<file path="src/rtl/core/lix2d_pkg.sv">
`timescale 1ns / 1ps

package lix2d_pkg;

  localparam int unsigned QBITS = 40;
  localparam logic [30:0] MIN_SINE_RESET = 31'd215;

  localparam logic [1:0] STATUS_OK       = 2'd0;
  localparam logic [1:0] STATUS_PARALLEL = 2'd1;
  localparam logic [1:0] STATUS_SAT      = 2'd2;

  localparam logic [31:0] COORD_MAX = 32'h7FFF_FFFF;
  localparam logic [31:0] COORD_MIN = 32'h8000_0000;

  typedef struct packed {
    logic signed [31:0] p1_x;
    logic signed [31:0] p1_y;
    logic signed [31:0] dir1_x;
    logic signed [31:0] dir1_y;
    logic signed [31:0] p2_x;
    logic signed [31:0] p2_y;
    logic signed [31:0] dir2_x;
    logic signed [31:0] dir2_y;
  } in_beat_t;

  typedef struct packed {
    logic [127:0]       sq;
    logic [127:0]       l12;
    logic [95:0]        n_x;
    logic [95:0]        n_y;
    logic [63:0]        md;
    logic               neg_x;
    logic               neg_y;
    logic               zero;
    logic signed [31:0] p1_x;
    logic signed [31:0] p1_y;
  } geo_t;

  typedef struct packed {
    logic [95:0]        n_x;
    logic [95:0]        n_y;
    logic [63:0]        md;
    logic               neg_x;
    logic               neg_y;
    logic               par;
    logic               big_x;
    logic               big_y;
    logic signed [31:0] p1_x;
    logic signed [31:0] p1_y;
  } div_in_t;

  typedef struct packed {
    logic [63:0]        rem_x;
    logic [63:0]        rem_y;
    logic [63:0]        md;
    logic [QBITS-1:0]   acc_x;
    logic [QBITS-1:0]   acc_y;
    logic               neg_x;
    logic               neg_y;
    logic               par;
    logic               big_x;
    logic               big_y;
    logic signed [31:0] p1_x;
    logic signed [31:0] p1_y;
  } div_st_t;

  typedef struct packed {
    logic [31:0] cross_x;
    logic [31:0] cross_y;
    logic [1:0]  status;
  } res_t;

endpackage

</file>
<file path="src/rtl/core/lix2d_out.sv">
`timescale 1ns / 1ps

module lix2d_out (
  input  logic               clk,
  input  logic               rst_n,
  input  logic               in_v,
  input  lix2d_pkg::div_st_t in_st,
  output logic               en,
  output logic               out_valid,
  input  logic               out_stall,
  output lix2d_pkg::res_t    out_res
);
  import lix2d_pkg::*;

  logic [1:0] v_r;

  logic [40:0] qx_nxt, qy_nxt;
  logic [QBITS-1:0] a_qx_r, a_qy_r;
  logic a_bigx_r, a_bigy_r, a_negx_r, a_negy_r, a_par_r;
  logic signed [31:0] a_p1x_r, a_p1y_r;

  logic [41:0] vx_nxt, vy_nxt;
  logic        ovx_nxt, ovy_nxt, satx_nxt, saty_nxt;
  logic [31:0] cx_nxt, cy_nxt;
  res_t        res_nxt;
  res_t        b_res_r;

  logic out_valid_r, skid_v_r;
  res_t out_res_r, skid_r;
  logic take, incoming;

  assign qx_nxt = {1'b0, in_st.acc_x}
                + 41'({in_st.rem_x, 1'b0} >= {1'b0, in_st.md});
  assign qy_nxt = {1'b0, in_st.acc_y}
                + 41'({in_st.rem_y, 1'b0} >= {1'b0, in_st.md});

  assign vx_nxt = a_negx_r ? {{10{a_p1x_r[31]}}, a_p1x_r} - {2'd0, a_qx_r}
                           : {{10{a_p1x_r[31]}}, a_p1x_r} + {2'd0, a_qx_r};
  assign vy_nxt = a_negy_r ? {{10{a_p1y_r[31]}}, a_p1y_r} - {2'd0, a_qy_r}
                           : {{10{a_p1y_r[31]}}, a_p1y_r} + {2'd0, a_qy_r};
  assign ovx_nxt = (vx_nxt[41:31] != '0) && (vx_nxt[41:31] != '1);
  assign ovy_nxt = (vy_nxt[41:31] != '0) && (vy_nxt[41:31] != '1);

  always_comb begin
    if (a_bigx_r) begin
      cx_nxt = a_negx_r ? COORD_MIN : COORD_MAX;
    end else if (ovx_nxt) begin
      cx_nxt = vx_nxt[41] ? COORD_MIN : COORD_MAX;
    end else begin
      cx_nxt = vx_nxt[31:0];
    end
    if (a_bigy_r) begin
      cy_nxt = a_negy_r ? COORD_MIN : COORD_MAX;
    end else if (ovy_nxt) begin
      cy_nxt = vy_nxt[41] ? COORD_MIN : COORD_MAX;
    end else begin
      cy_nxt = vy_nxt[31:0];
    end
    satx_nxt = a_bigx_r || ovx_nxt;
    saty_nxt = a_bigy_r || ovy_nxt;
    if (a_par_r) begin
      res_nxt.cross_x = '0;
      res_nxt.cross_y = '0;
      res_nxt.status  = STATUS_PARALLEL;
    end else begin
      res_nxt.cross_x = cx_nxt;
      res_nxt.cross_y = cy_nxt;
      res_nxt.status  = (satx_nxt || saty_nxt) ? STATUS_SAT : STATUS_OK;
    end
  end

  assign en       = !skid_v_r;
  assign take     = out_valid_r && !out_stall;
  assign incoming = en && v_r[1];

  always_ff @(posedge clk) begin
    if (en) begin
      a_qx_r   <= qx_nxt[QBITS-1:0];
      a_qy_r   <= qy_nxt[QBITS-1:0];
      a_bigx_r <= in_st.big_x || qx_nxt[40];
      a_bigy_r <= in_st.big_y || qy_nxt[40];
      a_negx_r <= in_st.neg_x;
      a_negy_r <= in_st.neg_y;
      a_par_r  <= in_st.par;
      a_p1x_r  <= in_st.p1_x;
      a_p1y_r  <= in_st.p1_y;
      b_res_r  <= res_nxt;
    end
  end

  always_ff @(posedge clk) begin
    if (!rst_n) begin
      v_r         <= '0;
      out_valid_r <= 1'b0;
      skid_v_r    <= 1'b0;
    end else begin
      if (en) begin
        v_r <= {v_r[0], in_v};
      end
      if (skid_v_r) begin
        if (!out_valid_r || take) begin
          out_res_r   <= skid_r;
          out_valid_r <= 1'b1;
          skid_v_r    <= 1'b0;
        end
      end else if (incoming) begin
        if (!out_valid_r || take) begin
          out_res_r   <= b_res_r;
          out_valid_r <= 1'b1;
        end else begin
          skid_r   <= b_res_r;
          skid_v_r <= 1'b1;
        end
      end else if (take) begin
        out_valid_r <= 1'b0;
      end
    end
  end

  assign out_valid = out_valid_r;
  assign out_res   = out_res_r;

endmodule

</file>
<file path="config.mk">
export PLATFORM = sky130hd
export DESIGN_NAME = lix2d_out
export DESIGN_NICKNAME = d
export VERILOG_FILES = /design/src/rtl/core/lix2d_pkg.sv /design/src/rtl/core/lix2d_out.sv
export SDC_FILE = /design/constraint.sdc
export NUM_CORES = 1
export LEC_CHECK = 0
export BUFFER_PORTS_ARGS = -buffer_cell sky130_fd_sc_hd__buf_2
export CORE_UTILIZATION = 53
export DETAILED_ROUTE_END_ITERATION = 8
export PLACE_DENSITY = 0.87
export SYNTH_ARGS = -nofsm -noshare
export SYNTH_HDL_FRONTEND = slang
export SYNTH_SLANG_ARGS = --single-unit
</file>
<file path="constraint.sdc">
create_clock -name clk -period 8.1 [get_ports clk]
set_clock_uncertainty 0.1 [all_clocks]
set_input_delay 0.405 -clock clk [delete_from_list [all_inputs] [get_ports clk]]
set_output_delay 0.405 -clock clk [all_outputs]
set_load 0.005 [all_outputs]
</file>
Word-level counts from Yosys, hierarchy flattened
Cells that the tools add are included.
- bits of input ports: 345
- register bits: 351
- output and inout port bits: 68
- equality and inequality tests: 2
- reduce and logical (&&, ||, !) cells: 19
- order comparisons: 2
- multiplexer cells: 22
- add/subtract/negate cells: 6
- bitwise logic cells: 2
- operator list (operator ; number):
    66-bit 2-to-1 mux ; 4
    32-bit 2-to-1 mux ; 8
    65-bit by 64-bit greater-or-equal comparator with 1-bit output ; 2
    32-bit by 41-bit adder with 42-bit output ; 2
    42-bit 2-to-1 mux ; 2
    32-bit by 41-bit subtractor with 42-bit output ; 2
    40-bit by 1-bit adder with 41-bit output ; 2
    11-bit != test, second input constant ; 2
    11-bit nonzero test ; 2
    1-bit 2-to-1 mux ; 7
    1-bit logical OR ; 6
    1-bit logical AND ; 4
    4-bit AND reduction ; 1
    1-bit zero test ; 3
    3-bit AND reduction ; 1
    3-bit nonzero test ; 1
    2-bit 2-to-1 mux ; 1
    1-bit NOT ; 2
    2-bit nonzero test ; 1

Longest topological paths before layout
- word-level depth: 7
- depth in mapped cells: 23
- depth with buffers taken out: 23

Least setup slack after synthesis
OpenSTA, ideal clock, no wires.
- path type: reg-to-reg
- start point: register skid_v_r
- end point: register skid_r[0] in the netlist's numbering (enable)
- stages on the path, launching flop included: 4
- data arrival time: 5253 ps
- library setup time: 572 ps
- slack: 2176 ps
- data required time: 7428 ps
- path buffers: 2
- path through: dfxtp_1 -> clkbuf_1 -> clkbuf_1 -> nor3_1
- word-level cells in the longest chain between the ends: 3
- elaborated cells on any way between the ends: 4
- classes of those cells: bitwise: 1; reduce/logical: 3
- RTL lines (item ; RTL line ; source):
    start: declaration ; lix2d_out.sv:28 ; logic out_valid_r, skid_v_r;
    start signal: assignment ; lix2d_out.sv:95 ; skid_v_r <= 1'b0;
    start signal: assignment ; lix2d_out.sv:104 ; skid_v_r <= 1'b0;
    start signal: assignment ; lix2d_out.sv:112 ; skid_v_r <= 1'b1;
    1-bit zero test ; lix2d_out.sv:72 ; assign en = !skid_v_r;
    1-bit logical AND ; lix2d_out.sv:74 ; assign incoming = en && v_r[1];
    4-bit AND reduction (no source line) * ; n/a ;
    end signal: assignment ; lix2d_out.sv:111 ; skid_r <= b_res_r;
    end: declaration ; lix2d_out.sv:29 ; res_t out_res_r, skid_r;
Mark *: on every way between the ends. The rest lies on a longest branch, timed or not.
A chain may end at the register's enable or synchronous reset.

Worst setup path after layout
- start point: register a_qy_r[2]
- end point: register b_res_r[13] in the netlist's numbering (data pin)
- word-level cells in the longest chain between the ends: 6
- elaborated cells on any way between the ends: 9
- classes of those cells: add/sub: 2; eq/ne: 1; mux: 4; reduce/logical: 2
- RTL lines (item ; RTL line ; source):
    start: declaration ; lix2d_out.sv:18 ; logic [QBITS-1:0] a_qx_r, a_qy_r;
    start signal: assignment ; lix2d_out.sv:79 ; a_qy_r <= qy_nxt[QBITS-1:0];
    32-bit by 41-bit adder with 42-bit output or 32-bit by 41-bit subtractor with 42-bit output (tied branches) ; lix2d_out.sv:40, lix2d_out.sv:39 ;
    42-bit 2-to-1 mux * ; lix2d_out.sv:39 ; assign vy_nxt = a_negy_r ? {{10{a_p1y_r[31]}}, a_p1y_r} - {2'd0, a_qy_r}
    11-bit != test or 11-bit nonzero test (tied branches) ; lix2d_out.sv:42 ; assign ovy_nxt = (vy_nxt[41:31] != '0) && (vy_nxt[41:31] != '1);
    1-bit logical AND ; lix2d_out.sv:42 ;
    32-bit 2-to-1 mux * ; lix2d_out.sv:54 ; end else if (ovy_nxt) begin
    32-bit 2-to-1 mux * ; lix2d_out.sv:52 ; if (a_bigy_r) begin
    end signal: assignment ; lix2d_out.sv:87 ; b_res_r <= res_nxt;
    end: declaration ; lix2d_out.sv:26 ; res_t b_res_r;
Marked as above.

==> results.ini <==
[final_layout]
drive_gt1_frac = 0.235
syn_to_final_growth_pct = 18.2
num-nets-final = 3219

[route]
viasPerCell = 5.95
wl_mm = 71.2
dr.pass1.iters = 6
vias = 19600
initialDrtViolationCount = 1725
wire_per_inst_um = 21.6
drc = 0
ant_nets = 0

[critical_path]
reg2reg_from = a_qy_r[2]$_DFFE_PN_
arrival_ns = 6.64
r2r_slack_ns = 1.57
regToRegEndpoint = b_res_r[13]$_SDFFCE_PP0N_
slowest_stage = o211ai_4
ff2ff_path_depth = 18
required_ns = 8.21
critPathMaxFanout = 31
crit_path_cell_trace = or3_1 -> nor3b_1 -> and2_1 -> nand3_1 -> nor2_1 -> a21oi_1 -> xnor2_1 -> ha_1 -> nand4_1 -> nor4_1 -> nand2_1 -> nor3_1 -> a211oi_2 -> and3_1 -> nor4_1 -> nand4_1 -> o211ai_4 -> o21ai_0
slowest_delay_ns = 0.97
crit_type = reg -> reg
worstSetupStartpointType = flip-flop
cp-end-kind = flip-flop

[floorplan]
start_util = 0.538
die_w_um = 214
die_h_um = 214
dieArea_mm2 = 0.0457
io_pins = 413
num_rows = 77
core_area_mm2 = 0.0442

[timing]
slew_violations = 0
hold_viol_final = 0
max_freq_mhz = 153
max-slew-margin-rel = 0.220
rsz0062_at_grt = false
min_period_over_period = 0.806
setup_viol = 0
fin_crit_ns = 6.53
worst_pin_slew_ns = 1.16
tns_ns = 0

[hold_path]
min_from = in_v
hold_end = v_r[0]$_SDFFE_PN0N_
whs_path_depth = 3
hp-class = in -> reg

[placement]
io_buffers = 412
globalplace.congestion = 1.05
dpl.hpwl_mm = 57.6

[synthesis]
yosys-top-cells-count = edfxtp_1 (347), ha_1 (214), a21oi_1 (178), nor2_1 (164), xnor2_1 (164)
synth.most_common_cell = edfxtp_1
synth_ff_type = edfxtp_1
mappedNetlistNets = 2769
synth_top_area_share = 0.438
syn_area_per_cell_um2 = 10.8
ys_types = 84
ys_seq_area_frac = 0.442
yosys_register_bits = 351
synth_area_leaders = edfxtp_1 (44%), ha_1 (11%), xnor2_1 (6.0%)
netlist_area_mm2 = 0.0238
synth_cells = 2208
ys_async_sr_fraction = 0
synth-edff-count = 347
synth_largest_area_cell = edfxtp_1
yosysWarnings = 0

[power_and_ir_drop]
ir_drop_v = 0.000154
p_per_area_mw_per_mm2 = 181
leakagePower_uw = 0.0116
power.total_uw = 5100

[clock_network]
clk_pin_slew_ns = 0.06
cts_tree = built
post_cts_resized = 0
ctsHoldBuffers = 67
clk_latency_ns = 0.54
clock_sinks = 351
cts_setup_buffers = 0
cts_buffer_depth = 3
cts_made_buffers = 35
cts_max_level = 2
clockRootBuffer = clkbuf_16

[grt]
grt-ovfl-total = 0
antenna_found_initial = 15
grt_max_degree = 154
grt_pass1_vias = 19300
grt_pass1_wl_mm = 106
grt_usage = 0.306

[flow_run]
cap_violations = 0

[run_status]
run_status = completed

==> sequential cells by signal, summed over array words and instances, names as in the netlist <==
name / count
a_p1y_r: 32
a_negx_r: 1
skid_r: 66
a_qy_r: 40
v_r: 2
a_p1x_r: 32
b_res_r: 66
a_qx_r: 40
a_bigy_r: 1
a_negy_r: 1
out_valid: 1
a_par_r: 1
a_bigx_r: 1
out_res: 66
skid_v_r: 1
==> cells by family (layout without fill, tap and decap cells) <==
kind of cell,Yosys count,after routing,synth area share
DFF,351,351,0.442
xor gates and xnor gates,226,226,0.0838
and+or+nand+nor,624,624,0.134
other,0,14,0
muxes,71,71,0.0334
buffers and inverters,176,651,0.0320
AOI/OAI and AO/OA,544,544,0.161
adders and majority gates,216,216,0.114
==> metal layers <==
layer | vias up | track usage | routed length (um)
li1 | 9214 | - | -
met1 | 9214 | 0.366 | 27200
met2 | 936 | 0.523 | 34400
met3 | 202 | 0.0467 | 5040
met4 | 0 | 0.183 | 4430
met5 | - | 0 | 0
==> stage by stage <==
| step | area, um^2 | hold WS [ns] | std cells | utilization | worst slack, ns |
|---|---|---|---|---|---|
| 5_1_grt | 28100 | 0.0605 | 3289 | 0.636 | 1.14 |
| 3_3_place_gp | 26300 | 0.335 | 3146 | 0.595 | 2.05 |
| 4_1_cts | 28100 | 0.0360 | 3275 | 0.635 | 1.71 |
| 2_1_floorplan | 23800 | 0.322 | 2208 | - | 2.18 |
| 3_5_place_dp | 26300 | 0.337 | 3146 | 0.595 | 1.83 |
| 6_report | 28100 | 0.0456 | 3289 | 0.636 | 1.57 |
==> worst max-delay path by stage <==
stage | depth (start not counted) | from | slack, ns | to
4_1_cts | 18 | a_qy_r[2]$_DFFE_PN_ | 1.71 | b_res_r[13]$_SDFFCE_PP0N_
2_1_floorplan | 3 | skid_v_r$_SDFF_PN0_ | 2.18 | skid_r[0]$_DFFE_PP_
5_1_grt | 18 | a_qy_r[2]$_DFFE_PN_ | 1.14 | b_res_r[13]$_SDFFCE_PP0N_
6_report | 18 | a_qy_r[2]$_DFFE_PN_ | 1.57 | b_res_r[13]$_SDFFCE_PP0N_
3_3_place_gp | 18 | a_qy_r[2]$_DFFE_PN_ | 2.05 | b_res_r[13]$_SDFFCE_PP0N_
3_5_place_dp | 18 | a_qy_r[2]$_DFFE_PN_ | 1.83 | b_res_r[13]$_SDFFCE_PP0N_
==> layout make-up <==
type | count | area [um^2]
antenna | 14 | 35.0
clock buffer | 43 | 927
clock inverter | 19 | 166
fill | 3543 | 16100
inverter | 102 | 390
multi-input combinational | 1681 | 12600
sequential | 351 | 10500
tap | 592 | 741
timing repair buffer | 487 | 2790
==> where the power goes <==
group / switching, uW / leakage (uW) / internal, uW / total [uW]
Combinational: 830 / 0.00753 / 543 / 1370
Sequential: 66.6 / 0.00358 / 2110 / 2170
Clock: 668 / 0.000534 / 885 / 1550
Total: 1560 / 0.0116 / 3540 / 5100
==> placed cells by master, fill, tap and decap left out, types with 20 or more instances in the layout <==
cell | netlist | final
inv_1 | 102 | 101
nand3_1 | 41 | 41
nor3_1 | 46 | 45
nand2_1 | 133 | 133
nor2b_1 | 21 | 21
buf_2 | 32 | 412
o31ai_2 | 58 | 58
mux2_2 | 67 | 67
a21o_1 | 74 | 74
nand2b_1 | 31 | 31
and3_1 | 20 | 20
xor2_1 | 61 | 61
xnor2_1 | 164 | 164
edfxtp_1 | 347 | 347
clkbuf_16 | 0 | 36
o211ai_1 | 22 | 22
nand4_1 | 80 | 80
o21ai_0 | 85 | 85
dlygate4sd3_1 | 0 | 67
a21oi_1 | 178 | 177
nor2_1 | 164 | 164
ha_1 | 214 | 214
==> critical path: cells and delay by family (launching register included) <==
family | cells | cell delay [ns]
AO/OA/AOI/OAI | 4 | 1.53
XOR/XNOR | 1 | 0.15
adder cells (fa/ha/maj) | 1 | 0.44
flip-flops | 1 | 0.44
AND/OR/NAND/NOR | 12 | 3.52
Power figures use the tool's default switching activity.
